<file path="config.mk">
export PLATFORM = sky130hd
export DESIGN_NAME = longest_remaining_first_scheduler
export DESIGN_NICKNAME = d
export VERILOG_FILES = /design/src/hdl/lrf_pkg.sv /design/src/hdl/longest_remaining_first_scheduler.sv
export SDC_FILE = /design/constraint.sdc
export NUM_CORES = 2
export LEC_CHECK = 0
export ABC_AREA = 1
export BUFFER_PORTS_ARGS = -buffer_cell sky130_fd_sc_hd__buf_4
export CAP_MARGIN = 10
export CORE_AREA = 5 5 336 338
export DETAILED_ROUTE_END_ITERATION = 16
export DIE_AREA = 0 0 341 343
export GPL_TIMING_DRIVEN = 0
export PLACE_DENSITY_LB_ADDON = 0.3
export SETUP_SLACK_MARGIN = 0.4
export SYNTH_ARGS = -nofsm -noshare
export SYNTH_HDL_FRONTEND = slang
export SYNTH_SLANG_ARGS = --single-unit
</file>
<file path="constraint.sdc">
create_clock -name clock -period 5.4 [get_ports clock]
set_clock_uncertainty 0.15 [all_clocks]
set_input_delay 0.27 -clock clock [delete_from_list [all_inputs] [get_ports clock]]
set_output_delay 0.27 -clock clock [all_outputs]
set_load 0.02 [all_outputs]
</file>
<file path="src/hdl/lrf_pkg.sv">
package lrf_pkg;

   // default number of queue entries
   localparam int QUEUE_DEPTH_DEFAULT = 16;

   localparam int TIME_W  = 32;
   localparam int ID_W    = 8;
   localparam int BURST_W = 16;

   // request opcodes
   localparam logic OP_ARRIVE = 1'b0;
   localparam logic OP_TICK   = 1'b1;

   // response status codes
   typedef enum logic [1:0] {
      STATUS_IDLE   = 2'd0,
      STATUS_RAN    = 2'd1,
      STATUS_ACCEPT = 2'd2,
      STATUS_REJECT = 2'd3
   } status_type;

   // sequencer states
   typedef enum logic [2:0] {
      ST_IDLE,
      ST_SCAN_FIRST,
      ST_SCAN,
      ST_SHIFT,
      ST_FINISH
   } state_type;

   // one queue entry as stored in the memory
   typedef struct packed {
      logic [TIME_W-1:0]  arrival;
      logic [ID_W-1:0]    id;
      logic [BURST_W-1:0] remaining;
      logic [BURST_W-1:0] original;
   } entry_type;

endpackage

</file>
<file path="src/hdl/longest_remaining_first_scheduler.sv">
// Arrival: result strobe in the cycle after start; busy stays low, next word the cycle after.
// Tick on empty queue: result in the cycle after start, busy stays low.
// Tick with n queued jobs: busy through the scan, compaction and finish states, paced by
// the one-entry-per-cycle read port of the queue memory (scan, then compaction).
// Reset (synchronous, active high) clears count, time, sequencer and strobe; queue memory
// contents are left undefined and never used before written. Receiver cannot stall results.
module longest_remaining_first_scheduler
   import lrf_pkg::*;
#(
   parameter int QUEUE_DEPTH = QUEUE_DEPTH_DEFAULT
) (
   input  logic               clock,
   input  logic               reset,
   input  logic               start,
   output logic               busy,
   input  logic               req_opcode,
   input  logic [ID_W-1:0]    req_job_id,
   input  logic [BURST_W-1:0] req_burst_length,
   output logic               rsp_valid,
   output logic [1:0]         rsp_status,
   output logic [ID_W-1:0]    rsp_ran_job_id,
   output logic               rsp_first_service,
   output logic [TIME_W-1:0]  rsp_wait_time,
   output logic               rsp_finished,
   output logic [TIME_W-1:0]  rsp_turnaround_time
);

   localparam int IDX_W = $clog2(QUEUE_DEPTH);
   localparam int CNT_W = $clog2(QUEUE_DEPTH + 1);

   // control state
   state_type           state_ff, state_in;
   logic [CNT_W-1:0]    count_ff, count_in;
   logic [TIME_W-1:0]   time_ff, time_in;
   logic [IDX_W-1:0]    rd_idx_ff, rd_idx_in;
   logic [CNT_W-1:0]    cursor_ff, cursor_in;
   logic                pend_ff, pend_in;
   logic [IDX_W-1:0]    best_idx_ff, best_idx_in;
   entry_type           best_ff, best_in;

   // queue memory
   entry_type           mem [QUEUE_DEPTH];
   entry_type           rd_data_ff;
   logic [IDX_W-1:0]    rd_addr;
   logic                wr_en;
   logic [IDX_W-1:0]    wr_addr;
   entry_type           wr_data;

   // response registers
   logic                rsp_valid_ff, rsp_valid_in;
   status_type          rsp_status_ff, rsp_status_in;
   logic [ID_W-1:0]     rsp_id_ff, rsp_id_in;
   logic                rsp_first_ff, rsp_first_in;
   logic [TIME_W-1:0]   rsp_wait_ff, rsp_wait_in;
   logic                rsp_fin_ff, rsp_fin_in;
   logic [TIME_W-1:0]   rsp_turn_ff, rsp_turn_in;

   logic                accept;
   logic                take;
   logic                scan_last;
   logic [BURST_W-1:0]  rem_dec;
   logic [TIME_W-1:0]   wait_diff;

   assign accept    = start && (state_ff == ST_IDLE);
   assign busy      = (state_ff != ST_IDLE);
   // scan compare: visited entry takes over on greater or equal
   assign take      = (rd_data_ff.remaining >= best_ff.remaining);
   assign scan_last = (rd_idx_ff == IDX_W'(1));
   assign rem_dec   = (best_ff.remaining != '0) ? best_ff.remaining - BURST_W'(1)
                                                : best_ff.remaining;
   assign wait_diff = time_ff - best_ff.arrival;

   // next state
   always_comb begin
      state_in = state_ff;
      case (state_ff)
         ST_IDLE: begin
            if (accept && req_opcode == OP_TICK && count_ff != '0) begin
               state_in = ST_SCAN_FIRST;
            end
         end
         ST_SCAN_FIRST: begin
            state_in = (count_ff == CNT_W'(1)) ? ST_SHIFT : ST_SCAN;
         end
         ST_SCAN: begin
            if (scan_last) begin
               state_in = ST_SHIFT;
            end
         end
         ST_SHIFT: begin
            if (cursor_ff >= count_ff && !pend_ff) begin
               state_in = ST_FINISH;
            end
         end
         ST_FINISH: state_in = ST_IDLE;
         default:   state_in = ST_IDLE;
      endcase
   end

   // datapath and outputs
   always_comb begin
      count_in      = count_ff;
      time_in       = time_ff;
      rd_idx_in     = rd_idx_ff;
      cursor_in     = cursor_ff;
      pend_in       = 1'b0;
      best_idx_in   = best_idx_ff;
      best_in       = best_ff;
      rd_addr       = '0;
      wr_en         = 1'b0;
      wr_addr       = '0;
      wr_data       = rd_data_ff;
      rsp_valid_in  = 1'b0;
      rsp_status_in = STATUS_IDLE;
      rsp_id_in     = '0;
      rsp_first_in  = 1'b0;
      rsp_wait_in   = '0;
      rsp_fin_in    = 1'b0;
      rsp_turn_in   = '0;
      case (state_ff)
         ST_IDLE: begin
            // entry 0 is fetched for a possible scan
            rd_addr = '0;
            if (accept) begin
               rsp_id_in = (req_opcode == OP_ARRIVE) ? req_job_id : '0;
               if (req_opcode == OP_ARRIVE) begin
                  rsp_valid_in = 1'b1;
                  if (count_ff == CNT_W'(QUEUE_DEPTH)) begin
                     rsp_status_in = STATUS_REJECT;
                  end else begin
                     rsp_status_in   = STATUS_ACCEPT;
                     wr_en           = 1'b1;
                     wr_addr         = count_ff[IDX_W-1:0];
                     wr_data.arrival   = time_ff;
                     wr_data.id        = req_job_id;
                     wr_data.remaining = req_burst_length;
                     wr_data.original  = req_burst_length;
                     count_in        = count_ff + CNT_W'(1);
                  end
               end else if (count_ff == '0) begin
                  // empty queue: idle tick
                  rsp_valid_in = 1'b1;
                  time_in      = time_ff + TIME_W'(1);
               end
            end
         end
         ST_SCAN_FIRST: begin
            best_in     = rd_data_ff;
            best_idx_in = '0;
            cursor_in   = CNT_W'(1);
            rd_addr     = IDX_W'(count_ff - CNT_W'(1));
            rd_idx_in   = rd_addr;
         end
         ST_SCAN: begin
            if (take) begin
               best_in     = rd_data_ff;
               best_idx_in = rd_idx_ff;
            end
            cursor_in = CNT_W'(best_idx_in) + CNT_W'(1);
            rd_addr   = rd_idx_ff - IDX_W'(1);
            if (!scan_last) begin
               rd_idx_in = rd_addr;
            end
         end
         ST_SHIFT: begin
            // read entry j, write it to j-1 on the next cycle
            if (pend_ff) begin
               wr_en   = 1'b1;
               wr_addr = rd_idx_ff - IDX_W'(1);
            end
            if (cursor_ff < count_ff) begin
               rd_addr   = cursor_ff[IDX_W-1:0];
               rd_idx_in = rd_addr;
               cursor_in = cursor_ff + CNT_W'(1);
               pend_in   = 1'b1;
            end
         end
         ST_FINISH: begin
            rsp_valid_in  = 1'b1;
            rsp_status_in = STATUS_RAN;
            rsp_id_in     = best_ff.id;
            rsp_first_in  = (best_ff.remaining == best_ff.original);
            rsp_wait_in   = rsp_first_in ? wait_diff : '0;
            rsp_fin_in    = (rem_dec == '0);
            rsp_turn_in   = rsp_fin_in ? wait_diff + TIME_W'(1) : '0;
            time_in       = time_ff + TIME_W'(1);
            if (rsp_fin_in) begin
               count_in = count_ff - CNT_W'(1);
            end else begin
               // requeue at the tail
               wr_en             = 1'b1;
               wr_addr           = IDX_W'(count_ff - CNT_W'(1));
               wr_data           = best_ff;
               wr_data.remaining = rem_dec;
            end
         end
         default: begin
         end
      endcase
   end

   // queue memory
   always_ff @(posedge clock) begin
      if (wr_en) begin
         mem[wr_addr] <= wr_data;
      end
      rd_data_ff <= mem[rd_addr];
   end

   // control registers
   always_ff @(posedge clock) begin
      if (reset) begin
         state_ff     <= ST_IDLE;
         count_ff     <= '0;
         time_ff      <= '0;
         pend_ff      <= 1'b0;
         rsp_valid_ff <= 1'b0;
      end else begin
         state_ff     <= state_in;
         count_ff     <= count_in;
         time_ff      <= time_in;
         pend_ff      <= pend_in;
         rsp_valid_ff <= rsp_valid_in;
      end
   end

   // payload registers
   always_ff @(posedge clock) begin
      rd_idx_ff     <= rd_idx_in;
      cursor_ff     <= cursor_in;
      best_idx_ff   <= best_idx_in;
      best_ff       <= best_in;
      rsp_status_ff <= rsp_status_in;
      rsp_id_ff     <= rsp_id_in;
      rsp_first_ff  <= rsp_first_in;
      rsp_wait_ff   <= rsp_wait_in;
      rsp_fin_ff    <= rsp_fin_in;
      rsp_turn_ff   <= rsp_turn_in;
   end

   assign rsp_valid           = rsp_valid_ff;
   assign rsp_status          = rsp_status_ff;
   assign rsp_ran_job_id      = rsp_id_ff;
   assign rsp_first_service   = rsp_first_ff;
   assign rsp_wait_time       = rsp_wait_ff;
   assign rsp_finished        = rsp_fin_ff;
   assign rsp_turnaround_time = rsp_turn_ff;

   // checks
   a_count_bound: assert property (@(posedge clock) disable iff (reset)
      count_ff <= CNT_W'(QUEUE_DEPTH))
      else $error("queue count above depth");

   a_count_step: assert property (@(posedge clock) disable iff (reset)
      (count_ff != $past(count_ff)) |->
         (count_ff == $past(count_ff) + CNT_W'(1) || count_ff + CNT_W'(1) == $past(count_ff)))
      else $error("queue count moved by more than one");

   a_arrive_rsp: assert property (@(posedge clock) disable iff (reset)
      (accept && req_opcode == OP_ARRIVE) |=>
         (rsp_valid && (rsp_status == STATUS_ACCEPT || rsp_status == STATUS_REJECT)))
      else $error("arrival without its response");

   a_finish_rsp: assert property (@(posedge clock) disable iff (reset)
      (state_ff == ST_FINISH) |=> (rsp_valid && rsp_status == STATUS_RAN && !busy))
      else $error("finished tick without run response");

endmodule
</file>
# Yosys cells after proc, flatten, opt, wreduce, memory -nomap -nowiden
# Memory sizes are Yosys's and may differ from the RTL's. A register that Yosys moved wholly into a read port is not among the register bits.
# Index checks and enable logic that the tools add are counted.
# op_classes
n_addsub,9
n_lt_le_gt_ge,3
eq_ne,20
n_mux,58
bitwise_logic,1
reduce_logical,23
# op_table
op,n
72-bit two-way mux,5
72-bit one-hot mux with 2 select lines,2
32-bit two-way mux,3
32-bit by 1-bit adder with 32-bit output (second input constant),2
32-bit one-hot mux with 2 select lines,1
4-bit two-way mux,10
4-bit one-hot mux with 3 select lines,3
32-bit subtractor,1
5-bit two-way mux,5
2-bit != test (second input constant),10
16-bit equality test,1
16-bit greater-or-equal comparator,1
16-bit zero test,1
16-bit two-way mux,1
8-bit two-way mux,2
8-bit one-hot mux with 2 select lines,1
16-bit nonzero test,1
16-bit by 1-bit subtractor with 16-bit output (second input constant),1
5-bit one-hot mux with 3 select lines,1
1-bit two-way mux,13
3-bit one-hot mux with 4 select lines,1
5-bit by 1-bit adder with 5-bit output (second input constant),2
5-bit one-hot mux with 2 select lines,1
3-bit two-way mux,3
other kinds (30),42
# word_totals
ff_bits,203
ramBits,1152
input_bits,28
out_inout_bits,78
wordCells,133
memories,1
# mem_list
name,depth,width,read_ports,rd_ports_with_merged_regs,write_ports,line,text
mem,16,72,1,1,1,longest_remaining_first_scheduler.sv:42,entry_type mem [QUEUE_DEPTH];

# Longest topological paths before layout
# logic_depth
ltp_word,7
ltp_mapped,21
mapped_depth_nobuf,21

# Least setup slack after synthesis
# OpenSTA, ideal clock, no wires.
# synth_timing
path_kind,reg2reg
startpoint,reg best_ff[16] (netlist bit)
endpoint,"mem mem[4][0] (netlist bit), enable pin"
setup_time_ns,0.503
arrival_time_ns,5.276
t_required_ns,4.747
path_slack_ns,-0.529
path_stages_with_launch,17
path_buffers,2
period_less_slack_ns,5.929
path_cell_list,edfxtp_1 inv_1 ha_1 nand2_1 nor2_1 nand3b_2 buf_2 o21ai_0 nand3_1 nor2_2 nand3_2 buf_6 nand3_1 nand2_1 clkinv_1 nand2_1 nor2_1
# synth_between
elab_chain_len,7
elab_cells_between_ends,10
classes_between,add/sub: 1; mux: 7; reduce/logical: 2
# synth_rtl
item,line,text
"start, declared",longest_remaining_first_scheduler.sv:39,"entry_type best_ff, best_in;"
"start signal, assigned",longest_remaining_first_scheduler.sv:232,best_ff <= best_in;
16-bit by 1-bit subtractor with 16-bit output / 16-bit nonzero test (equally long branches),longest_remaining_first_scheduler.sv:69,assign rem_dec = (best_ff.remaining != '0) ? best_ff.remaining - BURST_W'(1)
16-bit two-way mux (*),longest_remaining_first_scheduler.sv:69,
16-bit zero test (*),longest_remaining_first_scheduler.sv:184,rsp_fin_in = (rem_dec == '0);
1-bit two-way mux,longest_remaining_first_scheduler.sv:187,if (rsp_fin_in) begin
1-bit one-hot mux with 3 select lines,longest_remaining_first_scheduler.sv:120,case (state_ff)
1-bit two-way mux,longest_remaining_first_scheduler.sv:204,if (wr_en) begin
1-bit two-way mux (implied by the code),longest_remaining_first_scheduler.sv:205,mem[wr_addr] <= wr_data;
"end, declared",longest_remaining_first_scheduler.sv:42,
# Every way passes the cells marked *; elsewhere a longest branch is shown, timed or not.

# Worst setup path after layout
# layout_timing
startpoint,reg best_ff[16] (netlist bit)
endpoint,"mem mem[10][28] (netlist bit), enable pin"
# The elaborated chain is that of the path after synthesis.

==> reports/results.txt <==
post-layout util - 64.6%
Layout Nets - 6049
vias in the first global route - 44800
initial antenna violation count - 8
CP peak stage delay - 1.02 ns
Critical Path End Type - flop
Worst-path clk slew - 0.07 ns
Setup TNS - 0 ns
Initial Utilization - 56.3%
pre-CTS WS - 0.565 ns
R2R setup slack - 0.43 ns
share of layout cells above drive strength 1 - 11.0%
worst slew pin tran - 1.36 ns
Ys Warns - 0
worst vdd ir - 0.000417 V
WP buf/inv - 2
H-tree depth - 4
Reg-to-Reg Start - best_ff[16]
die area - 117000 um2
first-pass GRT wire length - 284000 um
fin. max-slew vios - 0
drt pass-1 iters - 9
syn nets - 5675
Avg Synthesized Cell Area - 11.1 um2
Via density - 6.29
CP max stage cell - nor2_4
routability cong. - 0.960
worst r2r path cells - 13
largest net degree at the start of global routing - 53
placed cell areas - 65800 um2
failing checks - negative hold slack
critical path arrival - 5.26 ns
worst hold slack - -0.0263 ns
most frequent cell after synthesis - edfxtp_1
crit path max fanout - 26
# setup viols final - 0
routed via count - 47300
Design Area, Final - 70900 um2
Post-Route WL - 198000 um
final hold viol count - 3
Max Cap Violations - 0
Synth area leaders - edfxtp_1 (60%), dfxtp_1 (6.2%), nand2_1 (5.7%), inv_1 (3.7%), a21oi_1 (3.1%)
core area - 110000 um2
asr flop ratio synth - 0%
FMAX - 0.201 GHz
Worst Path Required - 5.69 ns
synthesized cell area - 61800 um2
delay-heaviest family, CP - simple AND/OR/NAND/NOR gates
final cell count without fillers - 7515
count of different cell masters after synthesis - 57
Rows - 122
Seq/Total Area, Yosys - 66.3%
Post-synth EDFFs - 1237
TritonCTS clock tree - yes
leakage - 26.1 nW
Worst Setup Start Kind - flop
total track usage - 32.8%
Layout area overhead - 14.7%
Syn Inst Count - 5585
status - finished, violations left
Congestion Overflow GR - 0
Worst Hold Class - in -> reg
Pwr per Cell Area - 666 nW/um2
Post-Place Cells - 7200
Synth Register Bits - 1427
overall power - 47.2 mW
Post-synth top flop - edfxtp_1
max_slew headroom - 9.13%
Synth top cells by count - edfxtp_1 (1237), nand2_1 (942), inv_1 (609), nor2_1 (413), a21oi_1 (384)
Die Height - 343 um
Antenna Nets Post-Route - 0
Iter 0 DRT Violations - 6937
CTS root buffer - clkbuf_16
RSZ-0062 raised after global routing - yes
Reg-to-Reg End - mem[10][28]
post-synth top area share - 60.1%
io pins - 106
CP Launch Point - best_ff[16]
Crit. path cell count - 13
CP endpoint - mem[10][28]
worst-skew pair later-pin latency - 0.78 ns
crit path setup slack, layout - 0.430 ns
WS Path Type - reg -> reg
period utilisation layout - 92.0%
chip width - 341 um
Most common cell on crit path - nand3_1
crit-path cells - inv_1 -> ha_1 -> nand2_1 -> nor2_1 -> nand4_1 -> o21ai_1 -> nand3_1 -> nor2_2 -> nand3_2 -> nand3b_1 -> nand3_1 -> nor2_4 -> buf_12
total clock sinks - 1427
DRC errors left - 0
dominant cell type by area after synthesis - edfxtp_1
clock period minus worst slack - 4.97 ns
post-DP HPWL - 139000 um
clock buffer depth - 3
I/O Buffers - 104
drt wl/cell - 26.4 um
total CTS buffers - 145
power breakdown:
group          switching (mW)  internal, mW
Sequential              0.706          16.1
Combinational            15.3          5.11
Clock                    4.32          5.69
logic make-up (layout without fill, tap and decap cells):
logic type	after synthesis	in the layout	synth area share, %
and+or+nand+nor	1748	1749	11.8
adders and majority gates	62	62	1.27
xor gates and xnor gates	44	44	0.624
buffers and inverters	944	1434	6.22
DFF	1427	1427	66.3
other	0	13	0
AOI/OAI and AO/OA	1360	1360	13.8
area by class of cell:
class	instances	area, um2
Antenna cell	13	32.5
Buffer	320	1500
Clock buffer	198	4140
Clock inverter	66	586
Fill cell	8090	38900
Inverter	624	2340
Multi-Input combinational cell	3215	17100
Sequential cell	1427	40900
Tap cell	1426	1780
Timing Repair Buffer	226	2400
flip-flops by register name, indices dropped and copies added, names as in the netlist:
name,count
mem,1152
best_ff,72
rd_data_ff,72
rsp_turnaround_time,32
rsp_wait_time,32
time_ff,32
rsp_ran_job_id,8
count_ff,5
cursor_ff,5
best_idx_ff,4
rd_idx_ff,4
state_ff,3
rsp_status,2
pend_ff,1
rsp_finished,1
rsp_first_service,1
rsp_valid,1
per-layer routing:
metal / GRT usage, % / part of all wire [%] / vias to the layer above / routed length, um
met4: 14.7 / 4.8 / 0 / 9480
met3: 11.8 / 15 / 644 / 30700
met2: 50.6 / 44 / 3566 / 87600
li1: - / - / 20800 / -
met1: 42.2 / 36 / 22300 / 70300
met5: 0 / 0 / - / 0
what timing repair did:
item | 4_1_cts | 5_1_grt
buffers inserted | 0 | 11
hold buffers | 12 | 0
gates resized for setup | 0 | 1
endpoints found under the hold margin | 18 | 0
endpoints found under the setup margin | 0 | 323
cells in the final DEF (no fill, tap or decap), types with 7 or more instances in the layout:
cell type	Yosys	routed
nor3_1	32	32
nor2_1	413	396
nand3b_1	14	14
clkinvlp_4	0	7
dfxtp_1	190	190
nor4_1	8	8
buf_6	5	14
clkinv_1	2	13
a21oi_1	384	384
diode_2	0	13
nand3_1	257	257
buf_12	0	41
clkbuf_1	148	178
edfxtp_1	1237	1237
o311ai_1	140	140
inv_1	609	609
nand2_1	942	941
nor2_4	6	23
inv_2	12	12
inv_6	0	8
buf_1	11	11
o211ai_1	209	209
xor2_1	36	36
buf_2	131	131
nor2_2	11	12
o21ai_0	358	357
o21ai_1	88	89
clkbuf_8	0	16
ha_1	61	61
clkbuf_16	0	152
clkinv_2	0	28
nand4_1	39	39
dlygate4sd3_1	0	12
o221ai_1	145	145
xnor2_1	8	8
buf_4	25	182
worst register-to-register path: cells and delay by family (launching register included):
family	cells	cell delay, ns
compound gates	1	0.40
simple gates	9	2.85
buf+inv	2	0.48
fa+ha+maj	1	0.26
flops	1	0.50
how the worst min path moves through the flow:
| stage | start | cells after the start | slack, ns | endpoint |
|---|---|---|---|---|
| floorplan | req_opcode | 1 | 0.21 | rsp_status[1] |
| CTS | req_job_id[0] | 2 | 0.02 | rsp_ran_job_id[0] |
| global placement | rd_data_ff[4] | 0 | 0.26 | best_ff[4] |
| finish | req_burst_length[1] | 5 | -0.03 | mem[13][1] |
| detailed placement | rd_data_ff[3] | 0 | 0.27 | best_ff[3] |
| global route | req_burst_length[1] | 5 | 0.01 | mem[13][1] |
Power figures use the tool's default switching activity.
